===== src/hw/rtl/assert_macros.svh =====
// ----------------------------------------------------------------------------
// Assertion macros
// Shared concurrent assertion wrappers for the RTL; defining NO_ASSERTIONS
// leaves every use empty.
// ----------------------------------------------------------------------------
`ifndef ASSERT_MACROS_SVH
`define ASSERT_MACROS_SVH

`ifndef NO_ASSERTIONS

// The consequence must hold in the same cycle as the condition.
`define ASSERT_SAME(name, clk, rst, cond, cons, msg) \
  name: assert property (@(posedge clk) disable iff (rst) (cond) |-> (cons)) \
    else $error(msg);

// The consequence must hold in the cycle after the condition.
`define ASSERT_NEXT(name, clk, rst, cond, cons, msg) \
  name: assert property (@(posedge clk) disable iff (rst) (cond) |=> (cons)) \
    else $error(msg);

`else

`define ASSERT_SAME(name, clk, rst, cond, cons, msg)
`define ASSERT_NEXT(name, clk, rst, cond, cons, msg)

`endif

`endif


===== src/hw/rtl/qibm_pkg.sv =====
// ----------------------------------------------------------------------------
// qibm_pkg
// Types, constants and the per-step micro-program of the inverse bilinear map.
// ----------------------------------------------------------------------------
package qibm_pkg;

  localparam int MAX_ITERATIONS = 16;
  localparam int IT_W = 5;
  localparam int CFG_W = 32;
  localparam int CFG_IDX_W = 1;
  localparam int D_W = 33;
  localparam int W = 64;
  localparam int Q_W = 42;
  localparam int PC_W = 6;

  // Register indices of the configuration port.
  localparam logic [CFG_IDX_W-1:0] REG_THRESHOLD = 1'b0;
  localparam logic [CFG_IDX_W-1:0] REG_ITER_LIMIT = 1'b1;

  localparam logic [CFG_W-1:0] THRESHOLD_RESET = 32'd7;
  localparam logic [IT_W-1:0] ITER_LIMIT_RESET = 5'd10;

  localparam logic signed [31:0] Q_HALF = 32'sh0800_0000;
  localparam logic signed [W-1:0] Q_ONE = 64'sh0000_0000_1000_0000;
  localparam logic signed [31:0] COORD_MAX = 32'sh7FFF_FFFF;
  localparam logic [30:0] DIST_MAX = 31'h7FFF_FFFF;

  typedef struct packed {
    logic signed [31:0] corner0_x;
    logic signed [31:0] corner1_x;
    logic signed [31:0] corner2_x;
    logic signed [31:0] corner3_x;
    logic signed [31:0] corner0_y;
    logic signed [31:0] corner1_y;
    logic signed [31:0] corner2_y;
    logic signed [31:0] corner3_y;
    logic signed [31:0] query_x;
    logic signed [31:0] query_y;
  } in_t;

  typedef struct packed {
    logic signed [31:0] xi_coord;
    logic signed [31:0] eta_coord;
    logic [30:0]        distance;
    logic               found;
  } out_t;

  typedef enum logic [2:0] {
    ST_IDLE, ST_SCAN, ST_NORM, ST_EXEC, ST_WAIT, ST_FINISH
  } state_t;

  typedef enum logic [3:0] {
    OP_NOP, OP_LOAD, OP_SCAN, OP_SHR, OP_SHL, OP_PREP, OP_MUL, OP_WR30,
    OP_WR24, OP_WRACC, OP_CHKDET, OP_DIVX, OP_DIVY, OP_CONV, OP_LOOP, OP_FINISH
  } op_t;

  typedef enum logic [4:0] {
    S_D0, S_D1, S_D2, S_D3, S_D4, S_D5, S_D6, S_D7,
    S_PX, S_MX, S_PE, S_ME, S_J0, S_J1, S_J2, S_J3,
    S_N1, S_N2, S_N3, S_F0, S_F1, S_DX, S_DE, S_QONE
  } src_t;

  typedef enum logic [1:0] {M_SET, M_NSET, M_ADD, M_SUB} acc_mode_t;

  typedef enum logic [3:0] {
    T_J0, T_J1, T_J2, T_J3, T_DET, T_N1, T_N2, T_N3, T_F0, T_F1
  } dst_t;

  typedef struct packed {
    op_t       op;
    src_t      a;
    src_t      b;
    acc_mode_t mode;
    dst_t      dst;
  } uop_t;

  // Command from the controller to the datapath.
  typedef struct packed {
    logic      fire;
    op_t       op;
    src_t      a;
    src_t      b;
    acc_mode_t mode;
    dst_t      dst;
    logic [2:0] idx;
    logic      found;
  } cmd_t;

  // Status from the datapath to the controller.
  typedef struct packed {
    logic m_big;
    logic m_small;
    logic mul_done;
    logic div_done;
    logic det_zero;
    logic conv;
    logic out_busy;
  } status_t;

  function automatic uop_t mk(input op_t op, input src_t a, input src_t b,
                              input acc_mode_t m, input dst_t t);
    uop_t r;
    r.op = op;
    r.a = a;
    r.b = b;
    r.mode = m;
    r.dst = t;
    return r;
  endfunction

  // One Newton step as a sequence of micro-operations.
  function automatic uop_t prog(input logic [PC_W-1:0] pc);
    uop_t r;
    case (pc)
      6'd0:  r = mk(OP_PREP, S_D0, S_D0, M_SET, T_J0);
      6'd1:  r = mk(OP_MUL, S_ME, S_D0, M_SET, T_J0);
      6'd2:  r = mk(OP_MUL, S_PE, S_D1, M_ADD, T_J0);
      6'd3:  r = mk(OP_MUL, S_PE, S_D2, M_SUB, T_J0);
      6'd4:  r = mk(OP_WR30, S_D0, S_D0, M_SET, T_J0);
      6'd5:  r = mk(OP_MUL, S_PX, S_D0, M_NSET, T_J1);
      6'd6:  r = mk(OP_MUL, S_PX, S_D1, M_ADD, T_J1);
      6'd7:  r = mk(OP_MUL, S_MX, S_D2, M_ADD, T_J1);
      6'd8:  r = mk(OP_WR30, S_D0, S_D0, M_SET, T_J1);
      6'd9:  r = mk(OP_MUL, S_ME, S_D3, M_SET, T_J2);
      6'd10: r = mk(OP_MUL, S_PE, S_D4, M_ADD, T_J2);
      6'd11: r = mk(OP_MUL, S_PE, S_D5, M_SUB, T_J2);
      6'd12: r = mk(OP_WR30, S_D0, S_D0, M_SET, T_J2);
      6'd13: r = mk(OP_MUL, S_PX, S_D3, M_NSET, T_J3);
      6'd14: r = mk(OP_MUL, S_PX, S_D4, M_ADD, T_J3);
      6'd15: r = mk(OP_MUL, S_MX, S_D5, M_ADD, T_J3);
      6'd16: r = mk(OP_WR30, S_D0, S_D0, M_SET, T_J3);
      6'd17: r = mk(OP_MUL, S_J0, S_J3, M_SET, T_DET);
      6'd18: r = mk(OP_MUL, S_J1, S_J2, M_SUB, T_DET);
      6'd19: r = mk(OP_WRACC, S_D0, S_D0, M_SET, T_DET);
      6'd20: r = mk(OP_CHKDET, S_D0, S_D0, M_SET, T_DET);
      6'd21: r = mk(OP_MUL, S_ME, S_PX, M_SET, T_N1);
      6'd22: r = mk(OP_WR30, S_D0, S_D0, M_SET, T_N1);
      6'd23: r = mk(OP_MUL, S_PE, S_PX, M_SET, T_N2);
      6'd24: r = mk(OP_WR30, S_D0, S_D0, M_SET, T_N2);
      6'd25: r = mk(OP_MUL, S_PE, S_MX, M_SET, T_N3);
      6'd26: r = mk(OP_WR30, S_D0, S_D0, M_SET, T_N3);
      6'd27: r = mk(OP_MUL, S_N1, S_D0, M_SET, T_F0);
      6'd28: r = mk(OP_MUL, S_N2, S_D1, M_ADD, T_F0);
      6'd29: r = mk(OP_MUL, S_N3, S_D2, M_ADD, T_F0);
      6'd30: r = mk(OP_MUL, S_D6, S_QONE, M_SUB, T_F0);
      6'd31: r = mk(OP_WR24, S_D0, S_D0, M_SET, T_F0);
      6'd32: r = mk(OP_MUL, S_N1, S_D3, M_SET, T_F1);
      6'd33: r = mk(OP_MUL, S_N2, S_D4, M_ADD, T_F1);
      6'd34: r = mk(OP_MUL, S_N3, S_D5, M_ADD, T_F1);
      6'd35: r = mk(OP_MUL, S_D7, S_QONE, M_SUB, T_F1);
      6'd36: r = mk(OP_WR24, S_D0, S_D0, M_SET, T_F1);
      6'd37: r = mk(OP_MUL, S_F0, S_J3, M_SET, T_DET);
      6'd38: r = mk(OP_MUL, S_F1, S_J1, M_SUB, T_DET);
      6'd39: r = mk(OP_DIVX, S_D0, S_D0, M_SET, T_DET);
      6'd40: r = mk(OP_MUL, S_F1, S_J0, M_SET, T_DET);
      6'd41: r = mk(OP_MUL, S_F0, S_J2, M_SUB, T_DET);
      6'd42: r = mk(OP_DIVY, S_D0, S_D0, M_SET, T_DET);
      6'd43: r = mk(OP_MUL, S_DX, S_DX, M_SET, T_DET);
      6'd44: r = mk(OP_MUL, S_DE, S_DE, M_ADD, T_DET);
      6'd45: r = mk(OP_CONV, S_D0, S_D0, M_SET, T_DET);
      6'd46: r = mk(OP_LOOP, S_D0, S_D0, M_SET, T_DET);
      default: r = mk(OP_NOP, S_D0, S_D0, M_SET, T_DET);
    endcase
    return r;
  endfunction

endpackage


===== src/hw/rtl/qibm_ctrl.sv =====
// ----------------------------------------------------------------------------
// qibm_ctrl
// Controller: input acceptance, normalisation, micro-program sequencing of
// the Newton steps and hand-off of the result word.
// ----------------------------------------------------------------------------
module qibm_ctrl (
  input  logic                        clk,
  input  logic                        rst,
  input  logic                        in_valid,
  output logic                        in_ready,
  input  logic [qibm_pkg::IT_W-1:0]   iteration_limit,
  input  qibm_pkg::status_t           status,
  output qibm_pkg::cmd_t              cmd
);

  qibm_pkg::state_t             state;
  qibm_pkg::state_t             state_next;
  logic [qibm_pkg::PC_W-1:0]    pc;
  logic [qibm_pkg::PC_W-1:0]    pc_next;
  logic [2:0]                   idx;
  logic [2:0]                   idx_next;
  logic [qibm_pkg::IT_W-1:0]    it;
  logic [qibm_pkg::IT_W-1:0]    it_next;
  logic                         found;
  logic                         found_next;
  logic [qibm_pkg::IT_W-1:0]    lim;
  qibm_pkg::uop_t               u;

  // Effective step limit: zero counts as one, large values are capped.
  always_comb begin
    if (iteration_limit == '0) begin
      lim = qibm_pkg::IT_W'(1);
    end else if (iteration_limit > qibm_pkg::IT_W'(qibm_pkg::MAX_ITERATIONS)) begin
      lim = qibm_pkg::IT_W'(qibm_pkg::MAX_ITERATIONS);
    end else begin
      lim = iteration_limit;
    end
  end

  always_ff @(posedge clk) begin
    if (rst) begin
      state <= qibm_pkg::ST_IDLE;
      pc    <= '0;
      idx   <= '0;
      it    <= '0;
      found <= 1'b0;
    end else begin
      state <= state_next;
      pc    <= pc_next;
      idx   <= idx_next;
      it    <= it_next;
      found <= found_next;
    end
  end

  // Next state and commands.
  always_comb begin
    state_next = state;
    pc_next    = pc;
    idx_next   = idx;
    it_next    = it;
    found_next = found;
    in_ready   = 1'b0;
    u          = qibm_pkg::prog(pc);
    cmd.fire   = 1'b0;
    cmd.op     = u.op;
    cmd.a      = u.a;
    cmd.b      = u.b;
    cmd.mode   = u.mode;
    cmd.dst    = u.dst;
    cmd.idx    = idx;
    cmd.found  = found;
    case (state)
      qibm_pkg::ST_IDLE: begin
        in_ready = 1'b1;
        cmd.op   = qibm_pkg::OP_LOAD;
        cmd.fire = in_valid;
        if (in_valid) begin
          idx_next   = '0;
          state_next = qibm_pkg::ST_SCAN;
        end
      end
      qibm_pkg::ST_SCAN: begin
        cmd.op   = qibm_pkg::OP_SCAN;
        cmd.fire = 1'b1;
        idx_next = idx + 3'd1;
        if (idx == 3'd7) begin
          state_next = qibm_pkg::ST_NORM;
        end
      end
      qibm_pkg::ST_NORM: begin
        if (status.m_big) begin
          cmd.op   = qibm_pkg::OP_SHR;
          cmd.fire = 1'b1;
        end else if (status.m_small) begin
          cmd.op   = qibm_pkg::OP_SHL;
          cmd.fire = 1'b1;
        end else begin
          cmd.op     = qibm_pkg::OP_NOP;
          pc_next    = '0;
          it_next    = '0;
          state_next = qibm_pkg::ST_EXEC;
        end
      end
      qibm_pkg::ST_EXEC: begin
        cmd.fire = 1'b1;
        case (u.op)
          qibm_pkg::OP_MUL, qibm_pkg::OP_DIVX, qibm_pkg::OP_DIVY: begin
            state_next = qibm_pkg::ST_WAIT;
          end
          qibm_pkg::OP_CHKDET: begin
            if (status.det_zero) begin
              found_next = 1'b0;
              state_next = qibm_pkg::ST_FINISH;
            end else begin
              pc_next = pc + qibm_pkg::PC_W'(1);
            end
          end
          qibm_pkg::OP_LOOP: begin
            if (status.conv) begin
              found_next = 1'b1;
              state_next = qibm_pkg::ST_FINISH;
            end else if ((it + qibm_pkg::IT_W'(1)) >= lim) begin
              found_next = 1'b0;
              state_next = qibm_pkg::ST_FINISH;
            end else begin
              it_next = it + qibm_pkg::IT_W'(1);
              pc_next = '0;
            end
          end
          default: begin
            pc_next = pc + qibm_pkg::PC_W'(1);
          end
        endcase
      end
      qibm_pkg::ST_WAIT: begin
        if (status.mul_done || status.div_done) begin
          pc_next    = pc + qibm_pkg::PC_W'(1);
          state_next = qibm_pkg::ST_EXEC;
        end
      end
      qibm_pkg::ST_FINISH: begin
        cmd.op   = qibm_pkg::OP_FINISH;
        cmd.fire = !status.out_busy;
        if (!status.out_busy) begin
          state_next = qibm_pkg::ST_IDLE;
        end
      end
      default: begin
        state_next = qibm_pkg::ST_IDLE;
      end
    endcase
  end

endmodule


===== config.mk =====
export PLATFORM = sky130hd
export DESIGN_NAME = qibm_ctrl
export DESIGN_NICKNAME = d
export VERILOG_FILES = /design/src/hw/rtl/assert_macros.svh /design/src/hw/rtl/qibm_pkg.sv /design/src/hw/rtl/qibm_ctrl.sv
export SDC_FILE = /design/constraint.sdc
export NUM_CORES = 1
export LEC_CHECK = 0
export ABC_AREA = 1
export ABC_CLOCK_PERIOD_IN_PS = 3300
export BUFFER_PORTS_ARGS = -buffer_cell sky130_fd_sc_hd__buf_4
export CELL_PAD_IN_SITES_DETAIL_PLACEMENT = 1
export CELL_PAD_IN_SITES_GLOBAL_PLACEMENT = 2
export CORE_ASPECT_RATIO = 0.8
export CORE_MARGIN = 1
export CORE_UTILIZATION = 28
export DETAILED_ROUTE_END_ITERATION = 10
export PLACE_DENSITY = 0.8
export SLEW_MARGIN = 20
export SYNTH_ARGS = -nofsm -noshare
export SYNTH_HDL_FRONTEND = slang
export SYNTH_SLANG_ARGS = --single-unit

===== constraint.sdc =====
create_clock -name clk -period 3.3 [get_ports clk]
set_input_delay 0.495 -clock clk [delete_from_list [all_inputs] [get_ports clk]]
set_output_delay 0.495 -clock clk [all_outputs]
set_load 0.02 [all_outputs]

==> results.py, run 1 <==
metrics = {
    "worst_setup_path": {
        "arrival_ns": 3.32,
        "setup.worst_path.class": "primary input to flop",
        "critPathCaptureType": "flop",
        "path_buf_inv": 5,
        "worst_setup_path_start_kind": "primary input",
        "crit_family": "simple AND/OR/NAND/NOR gates",
        "required_ns": 3.48,
        "cp_slowest_cell": "or4_4",
        "slowest_delay_ns": 0.52,
        "cp_common_cell": "nand2_1",
        "path_cells": "buf_4, or4_4, nand2_1, nand2_1, ha_1, nand2_1, inv_1, nand2_1, nand3_2, nand2_4, nand2_4, inv_2, nand3_1, nand2_2, nand2_4, buf_4, ha_1, nand2_2, inv_1, o211ai_1, nand2_1",
        "critPathMaxFanout": 5,
    },
    "route": {
        "ant_nets": 0,
        "first_iter_violations": 180,
        "vias_per_cell": 4.95,
        "wire_per_inst_um": 15.5,
        "route.vias.total": 3312,
        "wirelength_um": 10300,
        "drc": 0,
        "firstDrtPassIters": 4,
    },
    "clocking": {
        "cts_tree": "built",
        "cts_max_level": 2,
        "numCtsBuffers": 5,
        "clk_pin_slew_worst_paths_ns": 0.06,
        "insertion_delay_ns": 0.29,
        "clock-sinks": 38,
        "root_buffer": "clkbuf_16",
        "cts_max_path_buffers": 2,
    },
    "global_routing": {
        "grt_pass1_vias": 3267,
        "grt_max_degree": 31,
        "grt_pass1_wl_um": 16900,
        "grt_antenna_before_repair": 0,
        "grt_usage_pct": 19.2,
        "overflow": 0,
    },
    "final_layout": {
        "regArea_um2": 763,
        "nFillCells": 1340,
        "instances_no_fill": 669,
        "final_util_pct": 36.9,
        "syn2layout_area_growth_pct": 26.6,
        "final_area_um2": 3830,
        "drive_above_1_share_pct": 27.2,
        "fin_nets": 559,
        "multi_input_area_um2": 1890,
        "antenna_cells": 0,
    },
    "floorplan": {
        "floorplan.die.height_um": 95.0,
        "io_pins": 41,
        "die_area_um2": 11200,
        "chipWidth_um": 118,
        "row_count": 33,
        "initial_utilization_pct": 29.2,
        "coreArea_um2": 10400,
    },
    "logic_synthesis": {
        "synth_top_area_share_pct": 25.1,
        "yosys.cell_count.top_type": "nand2_1",
        "syn_inst": 467,
        "ys_seq_elements": 38,
        "synth_cell_types": 38,
        "synth_warnings": 0,
        "async_flop_share_pct": 0,
        "ys_top_cells_by_count": "nand2_1 (134), nand3_1 (82), inv_1 (39), dfxtp_1 (38), nor2_1 (24)",
        "ys.flop_type": "dfxtp_1",
        "ys_top_cells_by_area": "dfxtp_1 (25%), nand2_1 (17%), nand3_1 (14%)",
        "yosysTopAreaCell": "dfxtp_1",
        "mappedNetlistNets": 498,
        "synth_area_per_cell_um2": 6.48,
        "synth_edf_count": 0,
        "synth_area_um2": 3030,
        "seq_area_frac_synth_pct": 25.1,
    },
    "placed_design": {
        "dpl.cell_count": 659,
        "port_buffers": 40,
        "dpl.hpwl_um": 8190,
        "gp_congestion": 0.857,
        "placed_area_um2": 3610,
    },
    "timing": {
        "final_max_slew_viol_count": 0,
        "fin_skew_ns": 0.00399,
        "min_period_ns": 3.14,
        "worst_pin_slew_ns": 0.454,
        "setup_viol_count_final": 0,
        "slew_headroom_pct": 69.0,
        "period_share_pct": 95.1,
        "max_freq_ghz": 0.319,
        "final.setup.tns_ns": 0,
        "hold_viol_final": 0,
    },
    "worst_hold_path": {
        "min_path_type": "primary input to flop",
    },
    "pwr": {
        "ir_drop_uv": 234,
        "p_per_area_nw_per_um2": 677,
        "p_leak_uw": 0.00196,
    },
    "run_status": {
        "run_status": "finished, final reports clean",
    },
    "job": {
        "drv_cap": 0,
    },
}
==> through the flow <==
step | power (µW) | hold slack [ns] | setup WS, ns
floorplan | 1590 | 0.457 | 0.0277
global placement | 2040 | 0.468 | -0.180
detailed placement | 2070 | 0.485 | -0.232
CTS | 2580 | 0.473 | 0.0553
global route | 2770 | 0.478 | -0.0315
finish | 2590 | 0.473 | 0.162
==> layer usage <==
metal | up-vias | global-route usage [%] | wire, µm
met3 | 5 | 2.90 | 368
met4 | 0 | 3.85 | 36
met2 | 64 | 29.8 | 4520
li1 | 1641 | - | -
met1 | 1602 | 27.8 | 5420
met5 | - | 0 | 0
==> state kept, by name, summed over array words and instances, names as in the netlist <==
register and flops:
pc 6, idx 3, it 5, found 1, state 3, u 20
==> where the power goes <==
part	leakage (µW)	total (µW)	internal [µW]	switching, µW
combinational	0.00158	1470	532	937
sequential	0.000311	616	547	68.4
clock	0.0000729	505	300	206
==> final timing paths <==
| kind | cells after the start | from | end | slack [ns] |
|---|---|---|---|---|
| max | 21 | iteration_limit[0] | u[4] | 0.16 |
| min reg2reg | 2 | it[4] | it[4] | 0.49 |
| min | 2 | rst | it[2] | 0.47 |
| max reg2reg | 21 | it[0] | u[4] | 0.20 |
==> layout make-up <==
| cell class | instances | area share [%] |
|---|---|---|
| clock buffer | 6 | 3.63 |
| clock inverter | 2 | 0.327 |
| inverter | 53 | 5.33 |
| multi-input combinational | 347 | 49.3 |
| sequential | 38 | 19.9 |
| tap | 140 | 4.58 |
| timing repair buffer | 83 | 16.9 |
==> timing repair <==
action / CTS / global route
hold buffers: 0 / 0
resized for setup: 0 / 22
setup endpoints to repair: 0 / 19
setup buffers: 0 / 2
==> cell families after synthesis <==
family / after synthesis / synth area share, %
AND/OR/NAND/NOR: 273 / 42.6
buffers and inverters: 82 / 14.2
AO/OA/AOI/OAI: 53 / 9.97
flip-flops: 38 / 25.1
adder cells (fa/ha/maj): 16 / 6.62
XOR/XNOR: 5 / 1.45
==> placed cells by master (no fill, tap or decap), types with 3 or more instances in the layout <==
cell	count
clkbuf_16	5
o21ai_0	13
nand3_1	81
a21oi_1	19
nand4_1	7
nand2_4	3
nand3_2	6
nor2_2	5
buf_4	81
ha_2	3
ha_1	13
dfxtp_1	36
inv_1	39
inv_2	11
o211ai_1	3
nand2_1	127
o21ai_1	8
nor2_1	23
nand2_2	11
xor2_1	5
(Power assumes the default switching activity.)
==> run 2: changes to the inputs <==
Settings changed: ABC_CLOCK_PERIOD_IN_PS 3300 to 3000, CORE_UTILIZATION 28 to 31, PLACE_DENSITY 0.8 to 0.84.
Clock period 3.3 ns to 3 ns, I/O delays scaled along.
==> run 2 against run 1 <==
Compared with the run above: the flow now finishes with violations (setup timing); via count grew 5.7%; routed wire length is 21% higher; largest cell class unchanged; register-to-register slack worse by 0.28 ns; sequential share of layout area down 2.9 points; worst hold slack lost 0.043 ns; clock power rose by 4.6%; global-route usage rose by 3.3 points; critical path depth stayed put; total power is 25% higher; setup slack got worse by 0.27 ns; highest routed layer unchanged; critical path type unchanged.
==> results.py, run 2 (synthesis gave the netlist of run 1 again) <==
metrics = {
    "clocking": {
        "cts_max_path_buffers": 2,
        "root_buffer": "clkbuf_16",
        "cts_tree": "built",
        "cts_max_level": 2,
        "insertion_delay_ns": 0.29,
        "clk_pin_slew_worst_paths_ns": 0.06,
        "clock-sinks": 38,
        "numCtsBuffers": 5,
        "holdBufCountCts": 0,
    },
    "worst_hold_path": {
        "min_path_type": "primary input to flop",
        "hold_path_depth": 2,
        "min_to": "it[1]",
        "hold_start": "rst",
    },
    "floorplan": {
        "chipWidth_um": 112,
        "row_count": 31,
        "coreArea_um2": 9270,
        "initial_utilization_pct": 32.6,
        "die_area_um2": 10200,
        "io_pins": 41,
        "floorplan.die.height_um": 90.4,
    },
    "run_status": {
        "run_status": "complete, but fails checks",
        "violations": "setup timing",
    },
    "pwr": {
        "p_per_area_nw_per_um2": 721,
        "ir_drop_uv": 225,
        "p_leak_uw": 0.00219,
    },
    "worst_setup_path": {
        "arrival_ns": 3.27,
        "setup.worst_path.class": "primary input to flop",
        "required_ns": 3.16,
        "rr_startpoint": "it[1]",
        "critPathMaxFanout": 4,
        "rr_worst_depth": 22,
        "timing.reg2reg.setup_slack_ns": -0.08,
        "critPathCaptureType": "flop",
        "worst_setup_path_start_kind": "primary input",
        "r2r-end": "u[18]",
    },
    "global_routing": {
        "grt_antenna_before_repair": 0,
        "grt_pass1_wl_um": 17800,
        "grt_usage_pct": 22.5,
        "grt_max_degree": 21,
        "overflow": 0,
        "grt_pass1_vias": 3436,
    },
    "route": {
        "vias_per_cell": 5.21,
        "route.vias.total": 3501,
        "drc": 0,
        "firstDrtPassIters": 4,
        "wirelength_um": 12500,
        "first_iter_violations": 186,
        "wire_per_inst_um": 18.7,
        "ant_nets": 0,
    },
    "timing": {
        "worst_slack_ns": -0.107,
        "rsz0062_at_grt": "yes",
        "period_share_pct": 104,
        "hold_viol_final": 0,
        "setup_viol_count_final": 7,
        "fin_skew_ns": 0.00407,
        "max_freq_ghz": 0.322,
        "worst_pin_slew_ns": 0.399,
        "min_period_ns": 3.11,
        "slew_headroom_pct": 73.3,
        "final_max_slew_viol_count": 0,
        "final.setup.tns_ns": -0.310,
        "whs_ns": 0.430,
    },
    "final_layout": {
        "syn2layout_area_growth_pct": 48.2,
        "drive_above_1_share_pct": 41.5,
        "final_common_cell": "nand2_1",
        "final_cell_mix": "nand2_1 (108), buf_4 (99), nand3_1 (63)",
        "antenna_cells": 0,
        "largest_reg_flops": 20,
        "fin_nets": 588,
    },
    "placed_design": {
        "dpl.hpwl_um": 8340,
        "gp_congestion": 0.881,
        "port_buffers": 40,
    },
    "job": {
        "drv_cap": 0,
    },
}
-- run 2: through the flow --
stage	util, %	cells	setup slack (ns)	area, µm²	power, µW
after floorplan	-	467	-0.0410	3090	1770
after global placement	40.5	648	-0.335	3760	2330
after detailed placement	40.5	648	-0.435	3760	2360
after CTS	43.3	662	-0.0357	4020	2930
after global routing	48.4	672	-0.207	4480	3420
final	48.4	672	-0.107	4480	3230
-- run 2: how the worst max path moves through the flow --
| stage | start | to | slack, ns | cells past startpoint |
|---|---|---|---|---|
| final | iteration_limit[0] | u[18] | -0.11 | 21 |
| after global routing | it[1] | u[1] | -0.21 | 18 |
| after CTS | iteration_limit[2] | u[17] | -0.04 | 19 |
| after detailed placement | iteration_limit[0] | u[17] | -0.43 | 22 |
| after global placement | iteration_limit[0] | u[17] | -0.34 | 22 |
| after floorplan | iteration_limit[0] | u[8] | -0.04 | 20 |
-- run 2: cell type report --
cell class | count | area (µm²)
Clock buffer | 6 | 129
Clock inverter | 1 | 7.51
Fill cell | 1144 | 4790
Inverter | 53 | 216
Multi-Input combinational cell | 348 | 2300
Sequential cell | 38 | 763
Tap cell | 115 | 144
Timing Repair Buffer | 111 | 918
-- run 2: where the power goes --
part	leakage (µW)	internal (µW)	switching, µW	total, µW
clock network	0.0000629	304	224	528
registers	0.000311	602	84.2	686
logic	0.00182	783	1240	2020
-- run 2: what timing repair did --
item | CTS | global route
pin swaps | 26 | 40
setup endpoints to repair | 20 | 20
gates resized for setup | 17 | 93
setup buffers | 7 | 8
cloned | 0 | 2
-- run 2: critical path: stages --
cell	delay [ns]
buf_6	0.09
or4_4	0.55
nand2_4	0.12
nand2_4	0.06
ha_4	0.23
nand2_2	0.07
nor2_2	0.03
nand2_1	0.07
nand3_2	0.10
nand2_4	0.12
nand4_1	0.23
nand2_2	0.18
buf_4	0.13
buf_4	0.11
buf_4	0.12
nand3_4	0.12
inv_2	0.10
buf_4	0.11
nand2_2	0.06
nand3_1	0.09
nand3_1	0.10
-- run 2: metal layers --
layer	GRT usage (%)	part of all wire [%]	vias up
li1	-	-	1714
met1	31.3	47	1694
met2	35.0	47	77
met3	4.03	3.9	16
met4	6.78	2.0	0
met5	0	0	-
==> run 3: changes to the inputs <==
Settings changed: ABC_CLOCK_PERIOD_IN_PS 3000 to 2500, CORE_UTILIZATION 31 to 28, PLACE_DENSITY 0.84 to 0.8, SETUP_SLACK_MARGIN set to 0.05.
Clock period 3 ns to 2.5 ns, I/O delays scaled along.
==> run 3 against run 2 <==
Compared with the run above: the flow still finishes with violations (setup timing); routed wire length is 19% higher; clock-buffer cell count unchanged; die area rose by 10%; setup slack got worse by 0.48 ns; final area up 17%; via count is 12% higher; combinational power rose by 50%; critical path depth stayed put; sequential share of layout area fell by 2.5 points.
==> results.py, run 3 (synthesis gave the netlist of run 1 again) <==
metrics = {
    "worst_setup_path": {
        "critPathCaptureType": "flop",
        "r2r-end": "u[12]",
        "timing.reg2reg.setup_slack_ns": -0.55,
        "worst_setup_path_start_kind": "primary input",
        "slowest_delay_ns": 0.56,
        "rr_worst_depth": 21,
        "required_ns": 2.71,
        "cp_common_cell": "nand2_4",
        "critPathMaxFanout": 7,
        "crit_family": "simple AND/OR/NAND/NOR gates",
        "path_cells": "buf_6, or4_4, nand2_4, nand2_4, ha_4, nand2_2, nor2_2, nand2_2, nand3_4, nand2_4, nand3_4, nand2_4, nand2_4, nand2_8, ha_4, inv_4, nor2_4, nor2_1, nand2_1, nand3b_1, o21ai_2",
        "arrival_ns": 3.30,
        "rr_startpoint": "it[0]",
        "setup.worst_path.class": "primary input to flop",
        "cp_slowest_cell": "or4_4",
        "path_buf_inv": 2,
    },
    "timing": {
        "rsz0062_at_grt": "yes",
        "worst_slack_ns": -0.591,
        "setup_viol_count_final": 28,
        "hold_viol_final": 0,
        "final_max_slew_viol_count": 0,
        "slew_headroom_pct": 76.4,
        "period_share_pct": 124,
        "fin_skew_ns": 0.00402,
        "max_freq_ghz": 0.324,
        "final.setup.tns_ns": -10.30,
        "worst_pin_slew_ns": 0.345,
        "min_period_ns": 3.09,
    },
    "floorplan": {
        "floorplan.die.height_um": 95.0,
        "die_area_um2": 11200,
        "chipWidth_um": 118,
        "row_count": 33,
        "coreArea_um2": 10400,
        "io_pins": 41,
        "initial_utilization_pct": 29.2,
    },
    "final_layout": {
        "largest_reg_flops": 20,
        "final_cell_mix": "buf_4 (119), nand2_1 (97), nand3_1 (49)",
        "syn2layout_area_growth_pct": 73.1,
        "antenna_cells": 0,
        "drive_above_1_share_pct": 51.8,
        "instances_no_fill": 738,
        "nFillCells": 1262,
        "final_common_cell": "buf_4",
        "fin_nets": 630,
    },
    "job": {
        "drv_cap": 0,
    },
    "route": {
        "vias_per_cell": 5.33,
        "route.vias.total": 3935,
        "first_iter_violations": 179,
        "drc": 0,
        "wire_per_inst_um": 20.3,
        "firstDrtPassIters": 5,
        "ant_nets": 0,
        "wirelength_um": 15000,
    },
    "clocking": {
        "cts_max_level": 2,
        "cts_max_path_buffers": 2,
        "cts_tree": "built",
        "clk_pin_slew_worst_paths_ns": 0.06,
        "insertion_delay_ns": 0.29,
        "numCtsBuffers": 5,
        "holdBufCountCts": 0,
        "clock-sinks": 38,
        "root_buffer": "clkbuf_16",
    },
    "global_routing": {
        "grt_max_degree": 13,
        "overflow": 0,
        "grt_pass1_vias": 3846,
        "grt_pass1_wl_um": 19800,
        "grt_usage_pct": 22.8,
        "grt_antenna_before_repair": 0,
    },
    "placed_design": {
        "port_buffers": 40,
        "gp_congestion": 0.855,
        "dpl.hpwl_um": 8600,
        "dpl.cell_count": 688,
    },
    "worst_hold_path": {
        "min_to": "it[2]",
        "min_path_type": "primary input to flop",
        "hold_start": "rst",
        "hold_path_depth": 2,
    },
    "pwr": {
        "p_leak_uw": 0.00249,
        "finalPower_uw": 4480,
        "p_per_area_nw_per_um2": 856,
        "ir_drop_uv": 350,
    },
    "run_status": {
        "violations": "setup timing",
        "run_status": "complete, but fails checks",
    },
}
run 3: cell types whose count changed in the layout (fill, tap and decap cells not counted), moves of 4 or more:
cell,previous run,this run
buf_4,99,119
buf_6,8,28
nand3_1,63,49
nand2_1,108,97
nand3_2,18,28
nand2_4,11,18
nand2_8,1,5
nand3_4,7,11
o21ai_2,5,9
run 3: worst max path at each step:
stage | from | end | slack [ns] | depth (start not counted)
floorplan | iteration_limit[0] | u[17] | -0.41 | 20
global placement | iteration_limit[0] | u[19] | -0.78 | 21
detailed placement | iteration_limit[0] | u[19] | -0.90 | 18
CTS | it[1] | u[16] | -0.49 | 21
global route | iteration_limit[2] | u[19] | -0.67 | 21
finish | iteration_limit[2] | u[19] | -0.59 | 21
run 3: layout make-up:
type | count | area (µm²) | area share [%]
flip-flops and latches | 38 | 763 | 14.6
well taps | 140 | 175 | 3.34
multi-input cells | 348 | 2590 | 49.5
repair buffers | 153 | 1320 | 25.2
clock buffers | 6 | 139 | 2.65
inverters | 53 | 249 | 4.75
run 3: routing by layer:
metal | vias to the layer above | GRT usage [%] | part of all wire, % | wire length, µm
met4 | 0 | 9.83 | 4.2 | 635
met3 | 54 | 5.43 | 4.8 | 721
met2 | 142 | 37.9 | 48 | 7190
li1 | 1783 | - | - | -
met1 | 1956 | 28.3 | 43 | 6430
met5 | - | 0 | 0 | 0
run 3: timing repair:
item,in CTS,in global routing
resized for setup,83,128
gates cloned,1,0
setup buffers,21,26
pin swaps,32,52
setup endpoints to repair,32,34
run 3: metrics by stage:
step | area (µm²) | util (%) | hold WS (ns) | worst slack (ns)
global placement | 3910 | 37.7 | 0.467 | -0.783
CTS | 4520 | 43.6 | 0.345 | -0.487
global route | 5240 | 50.5 | 0.371 | -0.668
finish | 5240 | 50.5 | 0.368 | -0.591
detailed placement | 3910 | 37.7 | 0.472 | -0.898
floorplan | 3110 | - | 0.457 | -0.410
run 3: power by group:
part | internal [µW] | total, µW | switching [µW]
Clock | 386 | 647 | 260
Combinational | 1240 | 3020 | 1780
Sequential | 723 | 812 | 89.1
Total | 2350 | 4480 | 2130
